===== src/sv/brs_pkg.sv =====
// ============================================================================
// Bilinear resampler package
// Shared constants, codes and types for the bilinear image resampler.
// ============================================================================
`timescale 1ns / 1ps

package brs_pkg;

   // Frame store geometry and fixed-point format.
   localparam int MAX_WIDTH  = 256;
   localparam int MAX_HEIGHT = 256;
   localparam int FRAC_BITS  = 8;

   // Field widths.
   localparam int POS_W    = 8;
   localparam int SIZE_W   = 9;
   localparam int PIX_W    = 24;
   localparam int CHAN_W   = 8;
   localparam int NUM_CHAN = 3;

   // Source index widths and the four-bank frame store.
   localparam int XW         = $clog2(MAX_WIDTH);
   localparam int YW         = $clog2(MAX_HEIGHT);
   localparam int IDX_W      = (XW > YW) ? XW : YW;
   localparam int BANK_AW    = XW + YW - 2;
   localparam int BANK_DEPTH = 1 << BANK_AW;

   // Coordinate divider: dividend is pos * size with the fraction bits appended.
   localparam int PROD_W     = POS_W + SIZE_W;
   localparam int NUM_W      = PROD_W + FRAC_BITS;
   localparam int DIV_STEPS  = 2;
   localparam int DIV_STAGES = (NUM_W + DIV_STEPS - 1) / DIV_STEPS;
   localparam int DIV_W      = DIV_STAGES * DIV_STEPS;
   localparam int MAP_LAT    = DIV_STAGES + 2;

   // Fixed-point one and one half.
   localparam int ONE  = 1 << FRAC_BITS;
   localparam int HALF = 1 << (FRAC_BITS - 1);

   // Interpolation widths.
   localparam int WT_W     = FRAC_BITS + 1;
   localparam int UP_W     = CHAN_W + FRAC_BITS;
   localparam int SUM_W    = UP_W + WT_W;
   localparam int CHAN_MAX = (1 << CHAN_W) - 1;

   // Stream data widths, rounded up to whole bytes.
   localparam int REQ_DATA_W = ((2 * POS_W + PIX_W + 7) / 8) * 8;
   localparam int RSP_DATA_W = ((PIX_W + 2 * POS_W + 7) / 8) * 8;

   // Request kinds carried on tuser.
   typedef enum logic {
      REQ_LOAD   = 1'b0,
      REQ_SAMPLE = 1'b1
   } req_kind_type;

   // Configuration register indexes.
   typedef enum logic [1:0] {
      CSR_SRC_WIDTH  = 2'd0,
      CSR_SRC_HEIGHT = 2'd1,
      CSR_DST_WIDTH  = 2'd2,
      CSR_DST_HEIGHT = 2'd3
   } csr_index_type;

   // One mapped axis: base index, clamped neighbour and fraction between them.
   typedef struct packed {
      logic [IDX_W-1:0]     idx0;
      logic [IDX_W-1:0]     idx1;
      logic [FRAC_BITS-1:0] frac;
   } axis_pos_type;

   // The four neighbouring values of one byte channel.
   typedef struct packed {
      logic [CHAN_W-1:0] c00;
      logic [CHAN_W-1:0] c10;
      logic [CHAN_W-1:0] c01;
      logic [CHAN_W-1:0] c11;
   } corners_type;

endpackage


===== src/sv/brs_lane.sv =====
// ============================================================================
// Bilinear resampler channel lane
// Interpolates one byte channel from its four neighbours in two stages:
// horizontally, then vertically, truncating to a byte.
// ============================================================================
`timescale 1ns / 1ps

module brs_lane (
   input  logic                            clock,
   input  logic                            en,
   input  brs_pkg::corners_type            corners,
   input  logic [brs_pkg::FRAC_BITS-1:0]   frac_x,
   input  logic [brs_pkg::FRAC_BITS-1:0]   frac_y,
   output logic [brs_pkg::CHAN_W-1:0]      chan_out
);
   import brs_pkg::*;

   logic [WT_W-1:0]             wx0;
   logic [WT_W-1:0]             wx1;
   logic [WT_W-1:0]             wy0;
   logic [WT_W-1:0]             wy1;
   logic [UP_W-1:0]             upper_ff;
   logic [UP_W-1:0]             upper_in;
   logic [UP_W-1:0]             lower_ff;
   logic [UP_W-1:0]             lower_in;
   logic [FRAC_BITS-1:0]        fy_ff;
   logic [SUM_W-1:0]            sum;
   logic [SUM_W-2*FRAC_BITS-1:0] whole;
   logic [CHAN_W-1:0]           chan_ff;
   logic [CHAN_W-1:0]           chan_in;

   // Horizontal pass on the upper and lower rows.
   assign wx1 = WT_W'(frac_x);
   assign wx0 = WT_W'(ONE) - wx1;
   assign upper_in = UP_W'((UP_W+1)'(corners.c00) * (UP_W+1)'(wx0)
                         + (UP_W+1)'(corners.c10) * (UP_W+1)'(wx1));
   assign lower_in = UP_W'((UP_W+1)'(corners.c01) * (UP_W+1)'(wx0)
                         + (UP_W+1)'(corners.c11) * (UP_W+1)'(wx1));

   // Vertical pass and truncation to a byte.
   assign wy1   = WT_W'(fy_ff);
   assign wy0   = WT_W'(ONE) - wy1;
   assign sum   = SUM_W'(upper_ff) * SUM_W'(wy0) + SUM_W'(lower_ff) * SUM_W'(wy1);
   assign whole = sum[SUM_W-1:2*FRAC_BITS];
   assign chan_in = (whole > (SUM_W-2*FRAC_BITS)'(CHAN_MAX)) ? CHAN_W'(CHAN_MAX)
                                                             : CHAN_W'(whole);

   always_ff @(posedge clock) begin
      if (en) begin
         upper_ff <= upper_in;
         lower_ff <= lower_in;
         fy_ff    <= frac_y;
         chan_ff  <= chan_in;
      end
   end

   assign chan_out = chan_ff;

endmodule


===== config.mk =====
export PLATFORM = sky130hd
export DESIGN_NAME = brs_lane
export DESIGN_NICKNAME = d
export VERILOG_FILES = /design/src/sv/brs_pkg.sv /design/src/sv/brs_lane.sv
export SDC_FILE = /design/constraint.sdc
export NUM_CORES = 1
export LEC_CHECK = 0
export BUFFER_PORTS_ARGS = -buffer_cell sky130_fd_sc_hd__buf_4
export CORE_MARGIN = 4
export CORE_UTILIZATION = 34
export DETAILED_ROUTE_END_ITERATION = 10
export PLACE_DENSITY = 0.53
export SKIP_CTS_REPAIR_TIMING = 1
export SYNTH_ARGS = -nofsm -noshare
export SYNTH_HDL_FRONTEND = slang
export SYNTH_SLANG_ARGS = --single-unit

===== constraint.sdc =====
create_clock -name clock -period 9.9 [get_ports clock]
set_clock_uncertainty 0.05 [all_clocks]
set_input_delay 0.495 -clock clock [delete_from_list [all_inputs] [get_ports clock]]
set_output_delay 0.495 -clock clock [all_outputs]
set_load 0.1 [all_outputs]

==> qor.json <==
{
  "clkLatencyLatePin_ns": 0.30,
  "synthesis.area_sq_um": 19100,
  "crit_chain": "inv_1 > ha_1 > nand2_1 > or3_1 > xor2_1 > and2_1 > fa_1 > inv_1 > fa_1 > fa_1 > inv_1 > fa_1 > fa_1 > inv_1 > fa_1 > inv_1 > ha_1 > and4_4 > and2_1 > a211o_1 > a221o_1 > a21oi_2 > xnor2_1 > o21ai_1",
  "worst-r2r-setup-slack_ns": 1.54,
  "drcViolationCount": 0,
  "total_via_count_after_detailed_routing": 12904,
  "synth_warnings": 0,
  "number_of_synthesized_register_bits": 48,
  "mostFrequentLayoutCells": "inv_1, fa_1, and2_1",
  "core_sq_um": 55300,
  "groute.usage.overall_pct": 15.1,
  "tritoncts_clock_tree": "done",
  "worst_path_max_delay_cell": "edfxtp_1",
  "slew_headroom_pct": 17.3,
  "post-route-min-period_ns": 8.36,
  "path_max_fanout": 33,
  "transition_time_at_the_pin_with_the_least_slew_margin_ns": 1.23,
  "wp_buf_inv": 5,
  "yosys.cell_types.count": 52,
  "critPathArrivalTime_ns": 8.33,
  "initialDrtViolationCount": 556,
  "maxCapViolCount": 0,
  "viasPerCell": 4.62,
  "gp_congestion": 0.866,
  "route.final.wire_length_mm": 43.5,
  "number_of_enable_type_register_cells_in_the_synthesized_netlist": 48,
  "detailed_place_hpwl_mm": 36.9,
  "fin_nets": 2722,
  "via_count_of_the_first_global_routing_pass": 13987,
  "remaining_antenna_violation_count": 0,
  "grt_pass1_wl_mm": 73.5,
  "cts_made_buffers": 5,
  "h-tree-depth": 2,
  "buffers_on_ports": 57,
  "timing_max_transition_violations_final": 0,
  "std_cell_rows": 86,
  "startpoint": "fy_ff[0]",
  "filler_cell_count": 5735,
  "crit_path_max_incr_delay_ns": 1.12,
  "hold_viol_final": 0,
  "timing.hold.worst.class": "primary input to register",
  "rsz0062_at_grt": "false",
  "synth_sequential_area_ratio_pct": 7.57,
  "die_area_sq_um": 59900,
  "hp-start": "frac_y[6]",
  "grt_antenna_before_repair": 0,
  "post-route-period-util_pct": 84.5,
  "starting_density_of_the_core_pct": 34.4,
  "cts.sinks": 48,
  "overflow_left_after_global_routing": 0,
  "finalSetupViolCount": 0,
  "synth_nets": 2717,
  "setup_tns_ns": 0,
  "layout-area-overhead-vs-synth_pct": 7.20,
  "path_delay_family": "adder cells",
  "clk_pin_slew_worst_paths_ns": 0.07,
  "timing.critical_path.from_type": "register",
  "worstSetupEndpointType": "register",
  "syn_inst": 2039,
  "detail_route.first_pass.iterations": 4,
  "pin_count": 58,
  "antenna_cells": 0,
  "layout_commonest_cell": "inv_1",
  "grt_start_max_net_pins": 49,
  "routedWlPerCell_microns": 15.6,
  "floorplan.die.width_microns": 245,
  "final_layout_size_suffix_gt1_share_pct": 4.40,
  "cts_buffer_depth": 2,
  "syn-mean-instance-area_sq_um": 9.34,
  "async_reset_ff_share_pct": 0,
  "run_status": "finished clean",
  "die_height_microns": 245,
  "yosys_most_used_dff": "edfxtp_1",
  "critical_path_class": "register to register",
  "crit_required_ns": 9.87,
  "cts.root.buffer_cell": "clkbuf_16",
  "crit_path_frequent_cell": "fa_1",
  "reg2reg_from": "fy_ff[0]",
  "max_freq_mhz": 120
}
layer usage:
layer	global-route usage, %	part of all wire (%)
met5	0	0
met4	2.65	1.5
met3	0.634	2.1
met2	27.2	52
met1	20.7	44
synth_stat cells, types with 2 or more instances:
| cell | n | share of area (%) |
|---|---|---|
| a211o_1 | 2 | 0.092 |
| a211oi_1 | 4 | 0.16 |
| a21boi_0 | 2 | 0.079 |
| a21o_1 | 14 | 0.55 |
| a21oi_1 | 32 | 0.84 |
| a31o_2 | 2 | 0.092 |
| a31oi_1 | 5 | 0.16 |
| a41o_1 | 2 | 0.11 |
| and2_1 | 299 | 9.8 |
| and3_1 | 6 | 0.20 |
| buf_1 | 16 | 0.32 |
| buf_2 | 2 | 0.053 |
| clkbuf_1 | 51 | 1.0 |
| edfxtp_1 | 48 | 7.6 |
| fa_1 | 424 | 45 |
| ha_1 | 204 | 13 |
| inv_1 | 508 | 10 |
| nand2_1 | 267 | 5.3 |
| nand2b_1 | 4 | 0.13 |
| nand3_1 | 10 | 0.26 |
| nand4_1 | 4 | 0.13 |
| nor2_1 | 18 | 0.35 |
| nor2b_1 | 3 | 0.099 |
| nor3_1 | 5 | 0.13 |
| nor4_1 | 4 | 0.13 |
| o211ai_1 | 2 | 0.079 |
| o21a_1 | 7 | 0.28 |
| o21ai_0 | 10 | 0.26 |
| o21ai_1 | 2 | 0.053 |
| o31ai_1 | 3 | 0.12 |
| or2_2 | 2 | 0.066 |
| or3_1 | 4 | 0.13 |
| xnor2_1 | 42 | 1.9 |
| xor2_1 | 13 | 0.60 |
final timing paths:
kind,endpoint,cells after the start
worst min-delay path,fy_ff[6],1
worst min register to register,chan_out[1],6
worst max register to register,chan_out[5],24
worst max-delay path,chan_out[5],24
state kept, by name, indices dropped and copies added, names as in the netlist:
signal and flops:
upper_ff 16, chan_out 8, fy_ff 8, lower_ff 16
cell families (layout without fill, tap and decap cells):
family                   Yosys count  in the layout  synth area share, %
XOR/XNOR                          56             56                 2.61
adder cells (fa/ha/maj)          628            628                 58.0
buffers and inverters            578            584                 11.4
AO/OA/AOI/OAI                     97             97                 3.35
AND/OR/NAND/NOR                  632            632                 17.1
flip-flops                        48             48                 7.57
per-stage QoR:
stage | setup WS (ns) | std cells | util, % | instance area (sq um) | hold slack [ns]
floorplan | 2.88 | 2039 | - | 19100 | 0.544
global placement | 1.71 | 2784 | 36.6 | 20200 | 0.624
detailed placement | 1.44 | 2784 | 36.6 | 20200 | 0.625
CTS | 1.44 | 2792 | 36.9 | 20400 | 0.310
global route | 0.998 | 2793 | 36.9 | 20400 | 0.313
finish | 1.54 | 2793 | 36.9 | 20400 | 0.322
area by class of cell:
class / count / area, sq um / share of cell area [%]
multi-input cells: 1413 / 15500 / 75.7
inverters: 508 / 1910 / 9.34
flip-flops and latches: 48 / 1440 / 7.06
well taps: 748 / 936 / 4.58
repair buffers: 68 / 514 / 2.52
clock buffers: 5 / 125 / 0.613
clock inverters: 3 / 47.5 / 0.233
Power is left out: the tool's default activity adds up to more than one toggle a clock period on the data nets, which glitch-free logic cannot reach.
