File: config.mk
export PLATFORM = sky130hd
export DESIGN_NAME = brs_axis_map
export DESIGN_NICKNAME = d
export VERILOG_FILES = /design/src/sv/brs_pkg.sv /design/src/sv/brs_axis_map.sv
export SDC_FILE = /design/constraint.sdc
export NUM_CORES = 1
export LEC_CHECK = 0
export BUFFER_PORTS_ARGS = -buffer_cell sky130_fd_sc_hd__buf_2
export CAP_MARGIN = 0
export CORE_UTILIZATION = 60
export CTS_BUF_LIST = sky130_fd_sc_hd__clkbuf_4
export CTS_CLUSTER_DIAMETER = 50
export DETAILED_ROUTE_END_ITERATION = 6
export GPL_TIMING_DRIVEN = 0
export PLACE_DENSITY_LB_ADDON = 0.15
export SETUP_SLACK_MARGIN = 0.4
export SLEW_MARGIN = 20
export SYNTH_ARGS = -nofsm -noshare
export SYNTH_HDL_FRONTEND = slang
export SYNTH_SLANG_ARGS = --single-unit
File: constraint.sdc
create_clock -name clock -period 11.8 [get_ports clock]
set_input_delay 2.95 -clock clock [delete_from_list [all_inputs] [get_ports clock]]
set_output_delay 2.95 -clock clock [all_outputs]
set_load 0.02 [all_outputs]
File: src/sv/brs_pkg.sv
// ============================================================================
// Bilinear resampler package
// Shared constants, codes and types for the bilinear image resampler.
// ============================================================================
`timescale 1ns / 1ps

package brs_pkg;

   // Frame store geometry and fixed-point format.
   localparam int MAX_WIDTH  = 256;
   localparam int MAX_HEIGHT = 256;
   localparam int FRAC_BITS  = 8;

   // Field widths.
   localparam int POS_W    = 8;
   localparam int SIZE_W   = 9;
   localparam int PIX_W    = 24;
   localparam int CHAN_W   = 8;
   localparam int NUM_CHAN = 3;

   // Source index widths and the four-bank frame store.
   localparam int XW         = $clog2(MAX_WIDTH);
   localparam int YW         = $clog2(MAX_HEIGHT);
   localparam int IDX_W      = (XW > YW) ? XW : YW;
   localparam int BANK_AW    = XW + YW - 2;
   localparam int BANK_DEPTH = 1 << BANK_AW;

   // Coordinate divider: dividend is pos * size with the fraction bits appended.
   localparam int PROD_W     = POS_W + SIZE_W;
   localparam int NUM_W      = PROD_W + FRAC_BITS;
   localparam int DIV_STEPS  = 2;
   localparam int DIV_STAGES = (NUM_W + DIV_STEPS - 1) / DIV_STEPS;
   localparam int DIV_W      = DIV_STAGES * DIV_STEPS;
   localparam int MAP_LAT    = DIV_STAGES + 2;

   // Fixed-point one and one half.
   localparam int ONE  = 1 << FRAC_BITS;
   localparam int HALF = 1 << (FRAC_BITS - 1);

   // Interpolation widths.
   localparam int WT_W     = FRAC_BITS + 1;
   localparam int UP_W     = CHAN_W + FRAC_BITS;
   localparam int SUM_W    = UP_W + WT_W;
   localparam int CHAN_MAX = (1 << CHAN_W) - 1;

   // Stream data widths, rounded up to whole bytes.
   localparam int REQ_DATA_W = ((2 * POS_W + PIX_W + 7) / 8) * 8;
   localparam int RSP_DATA_W = ((PIX_W + 2 * POS_W + 7) / 8) * 8;

   // Request kinds carried on tuser.
   typedef enum logic {
      REQ_LOAD   = 1'b0,
      REQ_SAMPLE = 1'b1
   } req_kind_type;

   // Configuration register indexes.
   typedef enum logic [1:0] {
      CSR_SRC_WIDTH  = 2'd0,
      CSR_SRC_HEIGHT = 2'd1,
      CSR_DST_WIDTH  = 2'd2,
      CSR_DST_HEIGHT = 2'd3
   } csr_index_type;

   // One mapped axis: base index, clamped neighbour and fraction between them.
   typedef struct packed {
      logic [IDX_W-1:0]     idx0;
      logic [IDX_W-1:0]     idx1;
      logic [FRAC_BITS-1:0] frac;
   } axis_pos_type;

   // The four neighbouring values of one byte channel.
   typedef struct packed {
      logic [CHAN_W-1:0] c00;
      logic [CHAN_W-1:0] c10;
      logic [CHAN_W-1:0] c01;
      logic [CHAN_W-1:0] c11;
   } corners_type;

endpackage

File: src/sv/brs_axis_map.sv
// ============================================================================
// Bilinear resampler axis mapper
// Maps a destination position to a source index, its neighbour and the
// fraction between them through a pipelined restoring divider.
// ============================================================================
`timescale 1ns / 1ps

module brs_axis_map (
   input  logic                        clock,
   input  logic                        en,
   input  logic [brs_pkg::POS_W-1:0]   pos,
   input  logic [brs_pkg::SIZE_W-1:0]  src_size,
   input  logic [brs_pkg::SIZE_W-1:0]  dst_size,
   output brs_pkg::axis_pos_type       map_out
);
   import brs_pkg::*;

   typedef struct packed {
      logic [SIZE_W-1:0] rem;
      logic [DIV_W-1:0]  dq;
   } div_state_type;

   logic [PROD_W-1:0] prod_ff;
   logic [PROD_W-1:0] prod_in;
   div_state_type     div_init;
   div_state_type     div_src [DIV_STAGES];
   div_state_type     div_ff [DIV_STAGES];
   div_state_type     div_in [DIV_STAGES];
   logic [SIZE_W-1:0] src_last;
   logic [DIV_W-1:0]  quot;
   logic [DIV_W-1:0]  top;
   logic [DIV_W-1:0]  g;
   axis_pos_type      map_ff;
   axis_pos_type      map_in;

   // One restoring division step: bring down a bit, subtract when it fits.
   function automatic div_state_type div_step(div_state_type st, logic [SIZE_W-1:0] dvs);
      div_state_type nx;
      logic [SIZE_W:0] trial;
      logic qbit;
      trial = {st.rem, st.dq[DIV_W-1]};
      if (trial >= {1'b0, dvs}) begin
         nx.rem = SIZE_W'(trial - {1'b0, dvs});
         qbit   = 1'b1;
      end else begin
         nx.rem = trial[SIZE_W-1:0];
         qbit   = 1'b0;
      end
      nx.dq = {st.dq[DIV_W-2:0], qbit};
      return nx;
   endfunction

   // Position times source size.
   assign prod_in = PROD_W'(pos) * PROD_W'(src_size);

   // Divider stages, two quotient bits each.
   assign div_init.rem = '0;
   assign div_init.dq  = DIV_W'({prod_ff, {FRAC_BITS{1'b0}}});

   // Each stage starts from the previous stage's register, the first from
   // the product.
   assign div_src[0] = div_init;
   for (genvar k = 1; k < DIV_STAGES; k++) begin : g_src
      assign div_src[k] = div_ff[k-1];
   end

   always_comb begin
      div_state_type st;
      for (int k = 0; k < DIV_STAGES; k++) begin
         st = div_src[k];
         for (int j = 0; j < DIV_STEPS; j++) begin
            st = div_step(st, dst_size);
         end
         div_in[k] = st;
      end
   end

   // Remove the half-pixel offset, clamp to the source and split the result.
   always_comb begin
      src_last = src_size - SIZE_W'(1);
      quot     = div_ff[DIV_STAGES-1].dq;
      top      = DIV_W'({src_last, {FRAC_BITS{1'b0}}});
      if (quot < DIV_W'(HALF)) begin
         g = '0;
      end else begin
         g = quot - DIV_W'(HALF);
         if (g > top) begin
            g = top;
         end
      end
      map_in.idx0 = IDX_W'(g >> FRAC_BITS);
      map_in.frac = g[FRAC_BITS-1:0];
      if ((SIZE_W'(map_in.idx0) + SIZE_W'(1)) < src_size) begin
         map_in.idx1 = map_in.idx0 + IDX_W'(1);
      end else begin
         map_in.idx1 = IDX_W'(src_last);
      end
   end

   // Pipeline registers, all advancing together.
   always_ff @(posedge clock) begin
      if (en) begin
         prod_ff <= prod_in;
         for (int k = 0; k < DIV_STAGES; k++) begin
            div_ff[k] <= div_in[k];
         end
         map_ff <= map_in;
      end
   end

   assign map_out = map_ff;

endmodule

==> reports/results.tsv <==
metric	value	unit
run status	complete, no violations	
cell area reported after detailed placement	27300	µm²
total vias in the final route	17900	
gate family responsible for the most delay along the worst path	compound AO/OA/AOI/OAI gates	
Area growth, synth to finish	9.67	%
non-filler instance count after layout	3142	
Clock H-tree levels	3	
critical-path cell with the highest stage delay	sky130_fd_sc_hd__a211oi_1	
share of synthesized registers carrying an async set or reset	0	%
count of cell types in the netlist	60	
Area contributors post-synth	sky130_fd_sc_hd__edfxtp_1 (46%), sky130_fd_sc_hd__ha_1 (13%), sky130_fd_sc_hd__fa_1 (4.8%), sky130_fd_sc_hd__xnor2_1 (4.5%), sky130_fd_sc_hd__a21oi_1 (3.5%)	
synthesized netlist net count	2686	
total wire length after detailed routing	52900	µm
switching part of the total power	39.5	%
largest net degree at the start of global routing	108	
Max Clock Skew	0.0508	ns
worst hold path type	register to register	
max-slew violation total from the final report	0	
Post-Synthesis Cells	2316	
estimated wirelength of the detail-placed design	38200	µm
max-cap viol count	0	
launch instance of the worst min-delay path	div_ff[0][184]$_DFFE_PP_	
setup slack of the worst register-to-register path	4.04	ns
post-cts repair resize count	0	
mean instance size in the synthesized netlist	11.3	µm²
via count of the first global-routing pass	17900	
required time of the critical path	12.38	ns
average wire per cell in the routed design	16.8	µm
worst slew slack as a fraction of its limit	43.8	%
routability congestion estimate from global placement	0.877	
Sequential Power Share	28.8	%
number of cells on the worst hold path	0	
FF-to-FF End	map_out[14]$_DFFE_PP_	
Setup violations, final	0	
quantity of hold-fixing buffers added after cts	0	
post-route clock period utilization	83.1	%
FF-to-FF path depth	28	
Num CTS Buffers	103	
instance count after placement with tap cells included	2955	
final core area utilization	66.7	%
post-synth top area cell	sky130_fd_sc_hd__edfxtp_1	
r2r startpoint	div_ff[1][147]$_DFFE_PP_	
unrepaired setup endpoints after global routing	no	
fmax	0.102	GHz
ratio of cells with drive above 1 in the final layout	12.0	%
total number of placement rows	76	
critical path arrival	10.39	ns
detailed router's first-iteration violation count	1119	
global-route wire length before repair	86400	µm
die outline width	211	µm
total clock sinks	403	
IO Pins	52	
insertion delay of the later-clocked pin in the worst-skew pair	0.85	ns
fill cell total of the finished layout	3247	
Pleak	12.1	nW
time the final worst path needs with I/O delays and setup	9.80	ns
Nets	2845	
worst min-delay path endpoint	div_ff[0][221]$_DFFE_PP_	
total count of hold-check failures in the final report	0	
post-synthesis sequential area ratio	46.3	%
number of buffer cells added on primary ports	45	
area share of the largest cell type after synthesis	46.3	%
Worst Setup Start Kind	primary input	
Peak VDD IR	0.000237	V
initial core utilization	60.8	%
overall global routing resource usage	24.6	%
Design Area, Final	28600	µm²
worst setup timing slack at the placement stage	1.42	ns
internal power contribution	5.00	mW
antenna violations before repair	2	
switching power	3.27	mW
cell at the root of the clock tree	sky130_fd_sc_hd__clkbuf_4	
dominant register cell in the synthesized netlist	sky130_fd_sc_hd__edfxtp_1	
GR Overflow Total	0	
Setup TNS Final	0	ns
DRC violations left	0	
critical path's largest stage delay	0.54	ns
actual slew at the worst max-slew pin	0.841	ns
maximum buffer depth of the clock tree	3	
Power Density	288	nW/µm²
TritonCTS clock tree	built	
count of buffers added by post-CTS timing repair for setup	0	
ANT nets after route	0	
Bufs and invs on worst path	8	
part of the power in combinational logic	57.0	%
critical path type	primary input to register	
detailed-routing iteration count for the pre-antenna-repair pass	5	
core area	43000	µm²
worst hold margin	0.391	ns
final setup margin	2.00	ns
Synth warnings	0	
combined area of all synthesized cells	26100	µm²
critical path endpoint category	register	
Die H	211	µm
post-synthesis register bit count	403	
count of flip-flops with a built-in enable after synthesis	403	
Die Footprint	44400	µm²
largest driver fanout on the critical path	10	
overall power consumption	8.26	mW
clock share of power	14.2	%
clock-pin slew of the registers on the worst-case setup and hold paths	0.07	ns
via-per-instance ratio	5.69	
layer usage:
metal / track usage (%) / part of all wire [%]
met5: 0 / 0
met4: 10.8 / 3.7
met3: 4.42 / 4.5
met2: 40.9 / 48
met1: 31.4 / 44
cells by family after synthesis:
| kind of cell | after synthesis | share of synthesized area (%) |
|---|---|---|
| AND/OR/NAND/NOR | 516 | 9.68 |
| XOR/XNOR | 169 | 5.67 |
| buffers and inverters | 248 | 3.63 |
| AO/OA/AOI/OAI | 552 | 12.9 |
| adder cells (fa/ha/maj) | 344 | 18.3 |
| flip-flops | 403 | 46.3 |
| multiplexers | 84 | 3.55 |
flip-flops by register name (all words and copies together) (netlist names):
signal and count:
div_ff 362, map_out 24, prod_ff 17
cell type report:
| type | instances | area (µm²) | area share [%] |
|---|---|---|---|
| multi-input combinational | 1665 | 13100 | 45.6 |
| sequential | 403 | 12100 | 42.2 |
| clock buffer | 138 | 1040 | 3.62 |
| inverter | 203 | 762 | 2.66 |
| tap | 585 | 732 | 2.56 |
| timing repair buffer | 54 | 475 | 1.66 |
| clock inverter | 42 | 264 | 0.922 |
| buffer | 45 | 185 | 0.646 |
| antenna | 7 | 17.5 | 0.0611 |
placed cells by master (no fill, tap or decap), drive strengths merged, types with 13 or more instances in the layout:
master  instances
nand2b         29
xor2           35
nand4          44
clkinv         38
buf            60
o21a           25
o21ai         146
nor2          146
nor3           23
nand2         128
o31ai          14
inv           203
nand3          13
mux2           70
o21bai         26
a21o           94
nor2b          38
mux2i          14
fa             63
xnor2         134
ha            279
clkbuf        177
a21oi         186
and2           57
edfxtp        403
how the worst max path moves through the flow:
stage                     start               endpoint  slack [ns]  cells past startpoint
CTS                 src_size[0]  map_out[13]$_DFFE_PP_        2.30                     29
global route        src_size[0]   map_out[9]$_DFFE_PP_        1.78                     31
finish              src_size[0]  map_out[14]$_DFFE_PP_        2.00                     30
global placement    src_size[0]  map_out[14]$_DFFE_PP_        1.47                     29
detailed placement  src_size[0]  map_out[15]$_DFFE_PP_        1.42                     29
floorplan           src_size[1]  map_out[13]$_DFFE_PP_        3.27                     28
power groups by stage:
stage          combinational [mW]  clock (mW)  sequential, mW
5_1_grt                      5.29        1.29            2.41
3_5_place_dp                 4.64           0            2.40
6_report                     4.71        1.18            2.38
3_3_place_gp                 4.48           0            2.41
4_1_cts                      4.69        1.22            2.38
2_1_floorplan                3.73           0            2.34
synth_stat cells, drive strengths merged (10+ instances only):
master	instances
a21o	94
a21oi	186
a221oi	10
and2	57
and3	11
clkbuf	39
edfxtp	403
fa	63
ha	279
inv	203
mux2	70
mux2i	14
nand2	128
nand2b	29
nand3	13
nand4	44
nor2	146
nor2b	38
nor3	23
o21a	25
o21ai	146
o21bai	26
o31ai	14
xnor2	134
xor2	35
Note: power is estimated with default switching activity, not from simulation.
